$ cat config.mk
export PLATFORM = sky130hd
export DESIGN_NAME = output_vc_allocator_with_credits_flat
export DESIGN_NICKNAME = d
export VERILOG_FILES = /design/src/hw/rtl/ovca_pkg.sv /design/src/hw/rtl/ovca_if.sv /design/src/hw/rtl/ovca_ram.sv /design/src/hw/rtl/ovca_vc_search.sv /design/src/hw/rtl/ovca_credit.sv /design/src/hw/rtl/output_vc_allocator_with_credits.sv /design/src/flat_wrapper.sv
export SDC_FILE = /design/constraint.sdc
export NUM_CORES = 1
export LEC_CHECK = 0
export BUFFER_PORTS_ARGS = -buffer_cell sky130_fd_sc_hd__buf_2
export CORE_UTILIZATION = 45
export DETAILED_ROUTE_END_ITERATION = 8
export PLACE_DENSITY_LB_ADDON = 0.25
export SYNTH_ARGS = -nofsm -noshare
export SYNTH_HDL_FRONTEND = slang
export SYNTH_HIERARCHICAL = 1
export SYNTH_SLANG_ARGS = --single-unit
$ cat constraint.sdc
create_clock -name clk_i -period 10.07 [get_ports clk_i]
set_input_delay 1.5105 -clock clk_i [delete_from_list [all_inputs] [get_ports clk_i]]
set_output_delay 1.5105 -clock clk_i [all_outputs]
set_load 0.01 [all_outputs]
$ cat src/hw/rtl/ovca_pkg.sv
`default_nettype none

package ovca_pkg;

  // Fixed sizes of the allocator
  localparam int unsigned VC_SLOTS   = 64;
  localparam int unsigned VC_IDX_W   = 6;
  localparam int unsigned NUM_VNETS  = 4;
  localparam int unsigned NUM_DIMS   = 4;
  localparam int unsigned CREDIT_W   = 5;
  localparam int unsigned COUNT_W    = 5;
  localparam int unsigned CFG_IDX_W  = 3;
  localparam int unsigned CFG_DATA_W = 5;

  // Reset values of the configuration registers and of every credit counter
  localparam logic [4:0] VCS_PER_VNET_RST   = 5'd4;
  localparam logic [4:0] CREDITS_PER_VC_RST = 5'd4;
  localparam logic [CREDIT_W-1:0] CREDIT_RST = 5'd4;

  typedef enum logic [CFG_IDX_W-1:0] {
    REG_VCS_PER_VNET   = 3'd0,
    REG_TOPOLOGY       = 3'd1,
    REG_ROUTING_MODE   = 3'd2,
    REG_PORT_IS_LOCAL  = 3'd3,
    REG_PORT_DIM       = 3'd4,
    REG_CREDITS_PER_VC = 3'd5
  } cfg_reg_e;

  typedef enum logic [1:0] {
    MODE_ALLOC  = 2'd0,
    MODE_PROBE  = 2'd1,
    MODE_FLIT   = 2'd2,
    MODE_CREDIT = 2'd3
  } mode_e;

  localparam logic [1:0] TOPO_MESH  = 2'd0;
  localparam logic [1:0] TOPO_RING  = 2'd1;
  localparam logic [1:0] TOPO_TORUS = 2'd2;

  localparam logic [1:0] ROUTE_DOR      = 2'd0;
  localparam logic [1:0] ROUTE_ADAPTIVE = 2'd1;

  typedef struct packed {
    logic [4:0] vcs_per_vnet;
    logic [1:0] topology;
    logic [1:0] routing_mode;
    logic       port_is_local;
    logic [1:0] port_dim;
    logic [4:0] credits_per_vc;
  } cfg_t;

  typedef struct packed {
    logic                found;
    logic [VC_IDX_W-1:0] vc;
    logic [COUNT_W-1:0]  count;
  } srch_res_t;

  typedef struct packed {
    logic                ok;
    logic [CREDIT_W-1:0] level;
    logic                err;
  } cred_res_t;

endpackage

`default_nettype wire

$ cat src/hw/rtl/ovca_if.sv
`default_nettype none

// Request word: allocate, probe, flit sent or credit returned
interface ovca_req_if;
  logic       valid;
  logic       ready;
  logic [1:0] mode;
  logic [1:0] vnet;
  logic       ring_checkpoint;
  logic [3:0] dim_checkpoints;
  logic [5:0] vc_index;
  logic       free_signal;

  modport source (
    output valid, mode, vnet, ring_checkpoint, dim_checkpoints, vc_index, free_signal,
    input  ready
  );
  modport sink (
    input  valid, mode, vnet, ring_checkpoint, dim_checkpoints, vc_index, free_signal,
    output ready
  );
endinterface

// Response word: grant and credit status
interface ovca_rsp_if;
  logic       valid;
  logic       ready;
  logic       granted;
  logic [5:0] granted_vc;
  logic [4:0] free_count;
  logic       credit_ok;
  logic [4:0] credit_level;
  logic       credit_error;

  modport source (
    output valid, granted, granted_vc, free_count, credit_ok, credit_level, credit_error,
    input  ready
  );
  modport sink (
    input  valid, granted, granted_vc, free_count, credit_ok, credit_level, credit_error,
    output ready
  );
endinterface

`default_nettype wire

$ cat src/hw/rtl/ovca_ram.sv
`default_nettype none

module ovca_ram #(
  parameter int unsigned WIDTH = 8,
  parameter int unsigned DEPTH = 64
) (
  input  wire logic                     clk_i,
  input  wire logic                     we_i,
  input  wire logic [$clog2(DEPTH)-1:0] waddr_i,
  input  wire logic [WIDTH-1:0]         wdata_i,
  input  wire logic                     re_i,
  input  wire logic [$clog2(DEPTH)-1:0] raddr_i,
  output logic      [WIDTH-1:0]         rdata_o
);

  logic [WIDTH-1:0] mem_q [DEPTH];

  // Read returns the old contents on a same-address write
  always_ff @(posedge clk_i) begin
    if (we_i) begin
      mem_q[waddr_i] <= wdata_i;
    end
    if (re_i) begin
      rdata_o <= mem_q[raddr_i];
    end
  end

endmodule

`default_nettype wire

$ cat src/hw/rtl/ovca_vc_search.sv
`default_nettype none

module ovca_vc_search import ovca_pkg::*; #(
  parameter int unsigned MAX_VCS = 16
) (
  input  wire logic [VC_SLOTS-1:0] idle_i,
  input  wire cfg_t                cfg_i,
  input  wire logic [1:0]          vnet_i,
  input  wire logic                ring_cp_i,
  input  wire logic [3:0]          dim_cps_i,
  output srch_res_t                res_o
);

  localparam int unsigned KW = (MAX_VCS > 1) ? $clog2(MAX_VCS) : 1;

  logic [5:0]          v;
  logic [5:0]          half, third, two3;
  logic [11:0]         third_p, two3_p;
  logic [7:0]          base;
  logic                cp;
  logic                w1_en, w2_en;
  logic [5:0]          lo1, hi1, lo2, hi2;
  logic [VC_SLOTS-1:0] shifted;
  logic [MAX_VCS-1:0]  cand;
  logic [KW-1:0]       first;
  logic [5:0]          cnt;
  logic [7:0]          gvc;

  // Clamp the VC count to 1..MAX_VCS
  always_comb begin
    if (cfg_i.vcs_per_vnet == 5'd0) begin
      v = 6'd1;
    end else if ({1'b0, cfg_i.vcs_per_vnet} > 6'(MAX_VCS)) begin
      v = 6'(MAX_VCS);
    end else begin
      v = {1'b0, cfg_i.vcs_per_vnet};
    end
  end

  // v/3 and 2v/3 by reciprocal multiply, exact for v up to 32
  assign third_p = 12'(v) * 12'd43;
  assign two3_p  = 12'(v) * 12'd86;
  assign half    = v >> 1;
  assign third   = 6'(third_p >> 7);
  assign two3    = 6'(two3_p >> 7);

  assign cp = (32'(cfg_i.port_dim) < NUM_DIMS) ? dim_cps_i[cfg_i.port_dim] : 1'b0;

  // Pick up to two windows, relative to the start of the vnet
  always_comb begin
    w1_en = 1'b0;
    w2_en = 1'b0;
    lo1   = '0;
    hi1   = '0;
    lo2   = '0;
    hi2   = '0;
    if (32'(vnet_i) < NUM_VNETS) begin
      case (cfg_i.topology)
        TOPO_RING: begin
          w1_en = 1'b1;
          lo1   = ring_cp_i ? 6'd0 : half;
          hi1   = ring_cp_i ? half : v;
        end
        TOPO_TORUS: begin
          if (cfg_i.port_is_local) begin
            w1_en = 1'b1;
            hi1   = v;
          end else if (cfg_i.routing_mode == ROUTE_ADAPTIVE) begin
            w1_en = 1'b1;
            hi1   = third;
            w2_en = 1'b1;
            lo2   = cp ? third : two3;
            hi2   = cp ? two3 : v;
          end else if (cfg_i.routing_mode == ROUTE_DOR) begin
            w1_en = 1'b1;
            lo1   = cp ? 6'd0 : half;
            hi1   = cp ? half : v;
          end
        end
        default: begin
          w1_en = 1'b1;
          hi1   = v;
        end
      endcase
    end
  end

  assign base    = 8'(vnet_i) * 8'(v);
  assign shifted = idle_i >> base;

  always_comb begin
    for (int k = 0; k < MAX_VCS; k++) begin
      cand[k] = shifted[k] &
                ((w1_en && (6'(k) >= lo1) && (6'(k) < hi1)) ||
                 (w2_en && (6'(k) >= lo2) && (6'(k) < hi2)));
    end
  end

  // Lowest idle candidate and population count
  always_comb begin
    first = '0;
    cnt   = '0;
    for (int k = MAX_VCS - 1; k >= 0; k--) begin
      if (cand[k]) begin
        first = KW'(k);
      end
    end
    for (int k = 0; k < MAX_VCS; k++) begin
      cnt = cnt + 6'(cand[k]);
    end
  end

  assign gvc = base + 8'(first);

  assign res_o.found = |cand;
  assign res_o.vc    = (|cand) ? gvc[VC_IDX_W-1:0] : '0;
  assign res_o.count = cnt[5] ? 5'd31 : cnt[4:0];

endmodule

`default_nettype wire

$ cat src/hw/rtl/ovca_credit.sv
`default_nettype none

module ovca_credit import ovca_pkg::*; (
  input  wire logic [1:0]          mode_i,
  input  wire logic [CREDIT_W-1:0] cur_i,
  input  wire logic [4:0]          credits_per_vc_i,
  output cred_res_t                res_o
);

  logic [CREDIT_W-1:0] maxc;
  logic [CREDIT_W-1:0] nxt;
  logic                err;

  assign maxc = (credits_per_vc_i == 5'd0) ? 5'd1 : credits_per_vc_i;

  // Saturate at zero on a flit, at the maximum on a return
  always_comb begin
    nxt = cur_i;
    err = 1'b0;
    if (mode_i == MODE_FLIT) begin
      if (cur_i == '0) begin
        err = 1'b1;
      end else begin
        nxt = cur_i - 5'd1;
      end
    end else begin
      if (cur_i >= maxc) begin
        err = 1'b1;
      end else begin
        nxt = cur_i + 5'd1;
      end
    end
  end

  assign res_o.ok    = (nxt != '0);
  assign res_o.level = nxt;
  assign res_o.err   = err;

endmodule

`default_nettype wire

$ cat src/hw/rtl/output_vc_allocator_with_credits.sv
`default_nettype none

// Channel    Dir  Handshake     Word
// in_i       in   valid/ready   mode, vnet, checkpoints, vc_index, free_signal
// out_o      out  valid/ready   granted, granted_vc, free_count, credit fields
// cfg        in   cfg_we_i      cfg_idx_i selects the register, cfg_wdata_i
//
// One word per cycle while the output is not stalled. A word passes the work
// stage, where the VC search or the credit update runs against the state,
// and then the output register. The credit RAM's read is registered and
// lines up with the work stage; one bypass register covers a fresh write.
// Reset is asynchronous; credits read their reset value through valid bits,
// so there is no clearing pass. A stalled output holds the work stage.

module output_vc_allocator_with_credits import ovca_pkg::*; #(
  parameter int unsigned MAX_VCS_PER_VNET = 16
) (
  input  wire logic                  clk_i,
  input  wire logic                  rst_ni,
  input  wire logic                  cfg_we_i,
  input  wire logic [CFG_IDX_W-1:0]  cfg_idx_i,
  input  wire logic [CFG_DATA_W-1:0] cfg_wdata_i,
  ovca_req_if.sink                   in_i,
  ovca_rsp_if.source                 out_o
);

  cfg_t cfg_q;

  // Work stage
  logic                s1_valid_q;
  logic [1:0]          s1_mode_q;
  logic [1:0]          s1_vnet_q;
  logic                s1_ring_cp_q;
  logic [3:0]          s1_dim_cps_q;
  logic [VC_IDX_W-1:0] s1_vc_q;
  logic                s1_free_q;

  // Bypass for a credit written at the edge that read this word's entry
  logic                byp_hit_q;
  logic [CREDIT_W-1:0] byp_data_q;

  logic [VC_SLOTS-1:0] vc_active_q, vc_active_d;
  logic [VC_SLOTS-1:0] cred_vld_q;

  logic                out_valid_q;
  srch_res_t           out_srch_q;
  cred_res_t           out_cred_q;

  logic                accept, s1_adv, s1_is_cred, cred_wr;
  logic [CREDIT_W-1:0] ram_rdata, cur_credit;
  srch_res_t           srch;
  cred_res_t           cred;

  assign accept     = in_i.valid && in_i.ready;
  assign s1_adv     = s1_valid_q && (!out_valid_q || out_o.ready);
  assign in_i.ready = !s1_valid_q || s1_adv;
  assign s1_is_cred = (s1_mode_q == MODE_FLIT) || (s1_mode_q == MODE_CREDIT);
  assign cred_wr    = s1_adv && s1_is_cred;

  // Configuration registers; unknown indexes are dropped
  always_ff @(posedge clk_i or negedge rst_ni) begin
    if (!rst_ni) begin
      cfg_q.vcs_per_vnet   <= VCS_PER_VNET_RST;
      cfg_q.topology       <= TOPO_MESH;
      cfg_q.routing_mode   <= ROUTE_DOR;
      cfg_q.port_is_local  <= 1'b0;
      cfg_q.port_dim       <= 2'd0;
      cfg_q.credits_per_vc <= CREDITS_PER_VC_RST;
    end else if (cfg_we_i) begin
      case (cfg_idx_i)
        REG_VCS_PER_VNET:   cfg_q.vcs_per_vnet   <= cfg_wdata_i[4:0];
        REG_TOPOLOGY:       cfg_q.topology       <= cfg_wdata_i[1:0];
        REG_ROUTING_MODE:   cfg_q.routing_mode   <= cfg_wdata_i[1:0];
        REG_PORT_IS_LOCAL:  cfg_q.port_is_local  <= cfg_wdata_i[0];
        REG_PORT_DIM:       cfg_q.port_dim       <= cfg_wdata_i[1:0];
        REG_CREDITS_PER_VC: cfg_q.credits_per_vc <= cfg_wdata_i[4:0];
        default: ;
      endcase
    end
  end

  // Capture the incoming word into the work stage
  always_ff @(posedge clk_i or negedge rst_ni) begin
    if (!rst_ni) begin
      s1_valid_q <= 1'b0;
      byp_hit_q  <= 1'b0;
    end else begin
      if (accept) begin
        s1_valid_q <= 1'b1;
        byp_hit_q  <= cred_wr && (s1_vc_q == in_i.vc_index);
      end else if (s1_adv) begin
        s1_valid_q <= 1'b0;
      end
    end
  end

  always_ff @(posedge clk_i) begin
    if (accept) begin
      s1_mode_q    <= in_i.mode;
      s1_vnet_q    <= in_i.vnet;
      s1_ring_cp_q <= in_i.ring_checkpoint;
      s1_dim_cps_q <= in_i.dim_checkpoints;
      s1_vc_q      <= in_i.vc_index;
      s1_free_q    <= in_i.free_signal;
      byp_data_q   <= cred.level;
    end
  end

  // Credit store: read at acceptance, written back when the word leaves
  ovca_ram #(
    .WIDTH (CREDIT_W),
    .DEPTH (VC_SLOTS)
  ) u_cred_ram (
    .clk_i   (clk_i),
    .we_i    (cred_wr),
    .waddr_i (s1_vc_q),
    .wdata_i (cred.level),
    .re_i    (accept),
    .raddr_i (in_i.vc_index),
    .rdata_o (ram_rdata)
  );

  // Newest value first, then the RAM, else the reset credit
  always_comb begin
    if (byp_hit_q) begin
      cur_credit = byp_data_q;
    end else if (cred_vld_q[s1_vc_q]) begin
      cur_credit = ram_rdata;
    end else begin
      cur_credit = CREDIT_RST;
    end
  end

  ovca_credit u_credit (
    .mode_i           (s1_mode_q),
    .cur_i            (cur_credit),
    .credits_per_vc_i (cfg_q.credits_per_vc),
    .res_o            (cred)
  );

  ovca_vc_search #(
    .MAX_VCS (MAX_VCS_PER_VNET)
  ) u_search (
    .idle_i    (~vc_active_q),
    .cfg_i     (cfg_q),
    .vnet_i    (s1_vnet_q),
    .ring_cp_i (s1_ring_cp_q),
    .dim_cps_i (s1_dim_cps_q),
    .res_o     (srch)
  );

  // Mark an allocated VC busy; a returned credit with free makes it idle
  always_comb begin
    vc_active_d = vc_active_q;
    if (s1_adv) begin
      if ((s1_mode_q == MODE_ALLOC) && srch.found) begin
        vc_active_d[srch.vc] = 1'b1;
      end
      if ((s1_mode_q == MODE_CREDIT) && s1_free_q) begin
        vc_active_d[s1_vc_q] = 1'b0;
      end
    end
  end

  always_ff @(posedge clk_i or negedge rst_ni) begin
    if (!rst_ni) begin
      vc_active_q <= '0;
      cred_vld_q  <= '0;
    end else begin
      vc_active_q <= vc_active_d;
      if (cred_wr) begin
        cred_vld_q[s1_vc_q] <= 1'b1;
      end
    end
  end

  // Output register; the unused half of the word is zero
  always_ff @(posedge clk_i or negedge rst_ni) begin
    if (!rst_ni) begin
      out_valid_q <= 1'b0;
    end else if (s1_adv) begin
      out_valid_q <= 1'b1;
    end else if (out_o.ready) begin
      out_valid_q <= 1'b0;
    end
  end

  always_ff @(posedge clk_i) begin
    if (s1_adv) begin
      out_srch_q <= s1_is_cred ? '0 : srch;
      out_cred_q <= s1_is_cred ? cred : '0;
    end
  end

  assign out_o.valid        = out_valid_q;
  assign out_o.granted      = out_srch_q.found;
  assign out_o.granted_vc   = out_srch_q.vc;
  assign out_o.free_count   = out_srch_q.count;
  assign out_o.credit_ok    = out_cred_q.ok;
  assign out_o.credit_level = out_cred_q.level;
  assign out_o.credit_error = out_cred_q.err;

  // A granted VC must be idle when the search reports it
  a_grant_idle: assert property (@(posedge clk_i) disable iff (!rst_ni)
    s1_valid_q && srch.found |-> !vc_active_q[srch.vc])
    else $error("granted VC is already active");

  // An allocation leaves its VC active
  a_alloc_marks: assert property (@(posedge clk_i) disable iff (!rst_ni)
    s1_adv && (s1_mode_q == MODE_ALLOC) && srch.found |=> vc_active_q[$past(srch.vc)])
    else $error("allocated VC not marked active");

  // A bypass hit only follows a write to the same entry
  a_byp_written: assert property (@(posedge clk_i) disable iff (!rst_ni)
    s1_valid_q && byp_hit_q |-> cred_vld_q[s1_vc_q])
    else $error("credit bypass without prior write");

  // A successful return never passes the maximum credit
  a_cred_max: assert property (@(posedge clk_i) disable iff (!rst_ni)
    s1_valid_q && (s1_mode_q == MODE_CREDIT) && !cred.err |->
      (cred.level <= cfg_q.credits_per_vc) || (cred.level == 5'd1))
    else $error("credit above maximum");

endmodule

`default_nettype wire

$ cat src/flat_wrapper.sv
// flat-port wrapper written by rule: the top's interface ports become plain ports
module output_vc_allocator_with_credits_flat import ovca_pkg::*;
#(
  parameter int unsigned MAX_VCS_PER_VNET = 16
)
  (clk_i, rst_ni, cfg_we_i, cfg_idx_i, cfg_wdata_i, in_i_valid, in_i_mode, in_i_vnet, in_i_ring_checkpoint, in_i_dim_checkpoints, in_i_vc_index, in_i_free_signal, in_i_ready, out_o_valid, out_o_granted, out_o_granted_vc, out_o_free_count, out_o_credit_ok, out_o_credit_level, out_o_credit_error, out_o_ready);
  ovca_req_if in_i_i ();
  ovca_rsp_if out_o_i ();
  input  wire logic clk_i;
  input  wire logic rst_ni;
  input  wire logic cfg_we_i;
  input  wire logic [CFG_IDX_W-1:0] cfg_idx_i;
  input  wire logic [CFG_DATA_W-1:0] cfg_wdata_i;
  input wire logic [$bits(in_i_i.valid)-1:0] in_i_valid;
  input wire logic [$bits(in_i_i.mode)-1:0] in_i_mode;
  input wire logic [$bits(in_i_i.vnet)-1:0] in_i_vnet;
  input wire logic [$bits(in_i_i.ring_checkpoint)-1:0] in_i_ring_checkpoint;
  input wire logic [$bits(in_i_i.dim_checkpoints)-1:0] in_i_dim_checkpoints;
  input wire logic [$bits(in_i_i.vc_index)-1:0] in_i_vc_index;
  input wire logic [$bits(in_i_i.free_signal)-1:0] in_i_free_signal;
  output wire logic [$bits(in_i_i.ready)-1:0] in_i_ready;
  output wire logic [$bits(out_o_i.valid)-1:0] out_o_valid;
  output wire logic [$bits(out_o_i.granted)-1:0] out_o_granted;
  output wire logic [$bits(out_o_i.granted_vc)-1:0] out_o_granted_vc;
  output wire logic [$bits(out_o_i.free_count)-1:0] out_o_free_count;
  output wire logic [$bits(out_o_i.credit_ok)-1:0] out_o_credit_ok;
  output wire logic [$bits(out_o_i.credit_level)-1:0] out_o_credit_level;
  output wire logic [$bits(out_o_i.credit_error)-1:0] out_o_credit_error;
  input wire logic [$bits(out_o_i.ready)-1:0] out_o_ready;
  assign in_i_i.valid = in_i_valid;
  assign in_i_i.mode = in_i_mode;
  assign in_i_i.vnet = in_i_vnet;
  assign in_i_i.ring_checkpoint = in_i_ring_checkpoint;
  assign in_i_i.dim_checkpoints = in_i_dim_checkpoints;
  assign in_i_i.vc_index = in_i_vc_index;
  assign in_i_i.free_signal = in_i_free_signal;
  assign in_i_ready = in_i_i.ready;
  assign out_o_valid = out_o_i.valid;
  assign out_o_granted = out_o_i.granted;
  assign out_o_granted_vc = out_o_i.granted_vc;
  assign out_o_free_count = out_o_i.free_count;
  assign out_o_credit_ok = out_o_i.credit_ok;
  assign out_o_credit_level = out_o_i.credit_level;
  assign out_o_credit_error = out_o_i.credit_error;
  assign out_o_i.ready = out_o_ready;
  output_vc_allocator_with_credits #(.MAX_VCS_PER_VNET(MAX_VCS_PER_VNET)) u_core (.clk_i(clk_i), .rst_ni(rst_ni), .cfg_we_i(cfg_we_i), .cfg_idx_i(cfg_idx_i), .cfg_wdata_i(cfg_wdata_i), .in_i(in_i_i), .out_o(out_o_i));
endmodule
# Yosys cells after proc, flatten, opt, wreduce, memory -nomap -nowiden
# Memories as Yosys holds them, arrays and structs flattened. A register that Yosys moved wholly into a read port is not among the register bits.
# Index checks and enable logic that the tools add are counted.
# op_classes
n_addsub	18
mul	3
magnitude_cmp	71
eq_ne	11
shifts	1
n_mux	73
n_bitwise	21
n_reduce_logical	109
# op_table
operator	count
$mux 64	3
$not 64->64	2
$or 64x64->64	2
$ge 4x6->1 const A	16
$lt 4x6->1 const A	16
$mux 5	17
$logic_and 1x1->1	72
$mux 6	11
$and 64x64->64	1
$mux 4	16
$shr 64x8->16	1
$add 6x1->6	10
$ge 3x6->1 const A	8
$lt 3x6->1 const A	8
$ge 1x6->1 const A	4
$ge 2x6->1 const A	4
$lt 1x6->1 const A	4
$lt 2x6->1 const A	4
$mux 1	20
$logic_or 1x1->1	19
$and 1x1->1	16
$reduce_or 16->1	1
$logic_not 5->1	3
$lt 6x7->1 const B	2
32 further kinds	47
# word_totals
reg_bits	188
ram_bits	320
in_bits	29
word_cells	332
mem_count	1
# mem_list
memory	words	word_bits	rd	rd_ports_with_merged_regs	wr	line	rtl
u_core.u_cred_ram.mem_q	64	5	1	1	1	ovca_ram.sv:16	logic [WIDTH-1:0] mem_q [DEPTH];

# Depth between registers and ports, before layout
# logic_depth
word_depth	40
ltp_mapped	36
depth_no_buf	33

# Cells and area by module
# The synthesis kept the hierarchy.
# by_module_without_submodules
mod	n_inst	cells_per_inst	area_per_inst_um2	seq_area_each_um2
ovca_ram	1	610	12818.5	9759.4
output_vc_allocator_with_credits	1	682	7876.3	4907.2
ovca_vc_search	1	810	6718.9	0.0
ovca_credit	1	53	390.4	0.0

# Worst setup path after synthesis
# No wires, ideal clock.
# synth_path
path_kind	reg-to-reg
from	register u_core/cfg_q[16] (netlist name)
to	register u_core.out_srch_q, in the netlist u_core/out_o.free_count[2], data pin
setup_ns	0.266
arrival_time_ns	7.772
required_ns	9.804
setup_slack_ns	2.032
path_stages_with_launch	33
n_path_buf	3
period_less_slack_ns	8.038
cell_sequence	dfrtp_1 -> buf_6 -> or4_4 -> nand2_1 -> ha_1 -> ha_1 -> inv_1 -> fa_1 -> inv_1 -> ha_1 -> and4_1 -> a31o_2 -> a211o_1 -> buf_2 -> a32o_1 -> or2_1 -> buf_2 -> nor4_1 -> nor4_1 -> o22ai_1 -> a211o_1 -> inv_1 -> fa_1 -> inv_1 -> fa_1 -> inv_1 -> fa_1 -> fa_1 -> ha_1 -> inv_1 -> fa_1 -> xnor2_1 -> nor2b_1
# synth_rtl
element	line	rtl
start, declared	output_vc_allocator_with_credits.sv:27	cfg_t cfg_q;
end signal, assigned	output_vc_allocator_with_credits.sv:190	out_srch_q <= s1_is_cred ? '0 : srch;
end, declared	output_vc_allocator_with_credits.sv:46	srch_res_t out_srch_q;

==> impl_results.md <==
- Die width: 250.6 µm
- Worst-path maximum fanout: 12
- Seq. cell area: 14,670 µm²
- Syn nets: approximately 2,200
- Final period util: 93.09%
- Largest net degree at the start of global routing: 80
- Clk_lat worst skew: 620 ps
- Filler cells: 5,161
- Worst endpoint required time: 10,600 ps
- Footprint of the multi-input gates: 12,020 µm²
- Pre-CTS worst setup slack: between 900 and 1000 ps
- Drt pass-1 iters: 5
- Placed Cells: 2,902
- Setup Buffers After CTS: 0
- Pins Over Slew Limit: 0
- Synth-to-layout area growth: 8.915%
- Antenna violations before repair: 1
- Crit end category: register
- Final worst path period need: 9374 ps
- Die Ht: 250.6 µm
- Final Non-Filler Cells: 2,998
- Max Cap Violations: 0
- # resized after CTS: 0
- Clock skew: 24.59 ps
- Cts bufs inserted: 53
- Leak: 10.89 nW
- Clock transition at path regs: 60 ps
- First-pass GRT wire length: 115,300 µm
- Post-Syn Area: 27,800 µm²
- Worst hold path type: register to register
- Count of final setup violators: 0
- GRT Util Overall: a little under a quarter
- CTS H-tree lvls: 2
- Fmax: 106.7 MHz
- Power density over cell area: 255.7 nW/µm²
- Syn Area/Cell: 12.90 µm²
- Gpl congestion: between 0.9 and 1
- Post-synthesis instance total: 2,155
- Seq cells post-synth: 513
- Hpwl dp: 52,130 µm
- GR Overflow Total: 0
- Status: completed
- Post-DR vias/cell: 6.334
- DR vias: 18,990
- Max clock buf depth: 3
- Routed len/inst: 24.93 µm
- CP Data Arrival Time: 9900 ps
- CTS tree: yes
- Clk sinks: between 500 and 600
- Diodes inserted: 0
- Vias in the first global route: 18,870
- Standard-cell rows: 90
- DRT Wirelength: 74,740 µm
- Hold slack final: around 460 ps
- CORE AREA: 60,700 µm²
- VDD IR max: 371.7 µV
- Initial Util: 45.81%
- Slew HR: 26.75%
- Synth Warn #: 6
- Tightest Pin Transition: 1084 ps
- Final WS setup: 696.3 ps
- Prevailing post-synth register cell: edfxtp_1
- EDFF count, synth: between 300 and 400
- IO Port Bufs: 49
- Setup TNS Final: 0 ps
- Final nets: between 2,000 and 2,500
- Cts hold-fix bufs: 0
- Netlist cell types: 115
- Seq/Total Area, Yosys: 52.75%
- Critical Path Source Type: register
- Remaining antenna violation count: 0
- Ys async rst share: 28.85%
- Share of layout cells above drive strength 1: 17.60%
- Ports: 50
- DRC violations left: 0
- Dpl cell area: 28,650 µm²
- DR iter-0 viols: around 1,800
- RSZ-0062 raised after global routing: no
- CP Class: register to register
- Final instance area: 30,280 µm²
- Final Hold Vio Count: 0
- CTS root buf: clkbuf_16
- Die area: 62,790 µm²
cell usage after synthesis, types with 16 or more instances:
library cell	instances	share of area [%]
mux4_2	145	12
nand4_1	16	0.36
nand3_1	38	0.68
nand2_1	125	1.7
nor2b_1	28	0.63
dfrtp_1	146	13
mux2_2	34	1.4
nor2_1	148	2.0
o21bai_1	61	1.6
a21oi_1	186	3.3
ha_1	45	2.0
clkbuf_1	60	0.81
inv_1	116	1.6
and2_1	24	0.54
o22ai_1	38	0.86
nor3_1	29	0.52
mux2i_1	64	2.3
buf_2	22	0.40
o21ai_0	47	0.85
nand2b_1	28	0.63
a22oi_1	23	0.62
a211oi_1	16	0.43
edfxtp_1	365	39
a31oi_1	23	0.52
buf_6	16	0.65
stage by stage:
step / power (mW) / util [%]
global route: 8.220 / 49.89
finish: 7.742 / 49.89
global placement: 5.841 / 47.20
CTS: 7.754 / 49.89
detailed placement: 5.895 / 47.20
floorplan: 5.020 / -
worst paths after layout:
| kind | start | endpoint | slack [ps] | cells after the start |
|---|---|---|---|---|
| setup / recovery | u_core/cfg_q[15]$_DFFE_PN0P_ | u_core/vc_active_q[35]$_DFFE_PN0P_ | 700 | 26 |
| hold / removal | u_core/cred_vld_q[21]$_DFFE_PN0P_ | u_core/cred_vld_q[21]$_DFFE_PN0P_ | 460 | 2 |
| max in group asynchronous | rst_ni | u_core/cred_vld_q[31]$_DFFE_PN0P_ | 7730 | 2 |
| setup reg to reg | u_core/cfg_q[15]$_DFFE_PN0P_ | u_core/vc_active_q[35]$_DFFE_PN0P_ | 700 | 26 |
| hold reg to reg | u_core/cred_vld_q[21]$_DFFE_PN0P_ | u_core/cred_vld_q[21]$_DFFE_PN0P_ | 460 | 2 |
| min in group asynchronous | rst_ni | u_core/vc_active_q[9]$_DFFE_PN0P_ | 900 | 1 |
state kept, by name, indices dropped and copies added (netlist names):
name                       cells
u_core/byp_hit_q               1
u_core/u_cred_ram/mem_q      320
u_core/out_o.granted_vc        6
u_core/s1_dim_cps_q            4
u_core/out_o.credit_error      1
u_core/s1_ring_cp_q            1
u_core/s1_mode_q               2
u_core/out_o.free_count        5
u_core/out_o.credit_ok         1
u_core/u_cred_ram/rdata_o      5
u_core/out_o.credit_level      5
u_core/byp_data_q              5
u_core/out_o.valid             1
u_core/s1_vnet_q               2
u_core/cfg_q                  17
u_core/s1_free_q               1
u_core/s1_valid_q              1
u_core/vc_active_q            64
u_core/out_o.granted           1
u_core/cred_vld_q             64
u_core/s1_vc_q                 6
cell type report:
class | instances | share of cell area (%)
inverters | 119 | 1.483
flip-flops and latches | 513 | 48.43
repair buffers | 86 | 1.764
clock buffers | 72 | 4.648
well taps | 782 | 3.231
clock inverters | 24 | 0.7520
multi-input cells | 1402 | 39.69
worst max-delay path, cell delays in order (launching register included):
cell and delay (ps):
dfrtp_1 460, or4_4 590, nand2_1 240, ha_1 290, ha_1 270, inv_1 50
fa_1 530, inv_1 40, ha_1 290, and4_1 250, a32oi_1 810, mux2i_1 650
nand2_1 170, a211oi_1 550, o311ai_0 270, a2111oi_2 630, nor2_1 70, a2111oi_0 560
o41ai_1 160, ha_1 220, inv_1 80, fa_1 420, nor2_1 550, nand2b_1 150
nor2_1 680, a21oi_1 160, a21oi_1 150
per-layer routing:
metal	track usage (%)	vias to the layer above	share of wire (%)
met4	9.045	2	3.4
met2	38.52	784	47
met5	0	-	0.023
met3	3.575	150	6.6
li1	-	8409	-
met1	33.04	9645	43
cell families after synthesis:
logic type | share of synthesized area [%]
AOI/OAI and AO/OA | 13.10
xor gates and xnor gates | 0.4725
adders and majority gates | 3.033
buffers and inverters | 4.226
DFF | 52.75
muxes | 16.83
other | 0.01349
and+or+nand+nor | 9.572
placed cells by master (no fill, tap or decap), types with 24 or more instances in the layout:
master     instances
o21bai_1          61
mux2i_1           64
nand2_1          125
mux2_2            34
inv_1            116
clkbuf_16         53
and2_1            24
nor3_1            29
nand3_1           38
nand2b_1          28
ha_1              44
dfrtp_1          146
o22ai_1           37
edfxtp_1         365
o21ai_0           47
nor2_1           148
a21oi_1          186
buf_2             46
buf_4             39
nor2b_1           28
mux4_2           145
report_power, final:
part	switching, mW	total [mW]	leakage [nW]	internal (mW)
clock network	0.826	1.84	0.779	1.02
logic	1.94	3.26	4.83	1.31
registers	0.110	2.64	5.28	2.53
(Power assumes the default switching activity.)
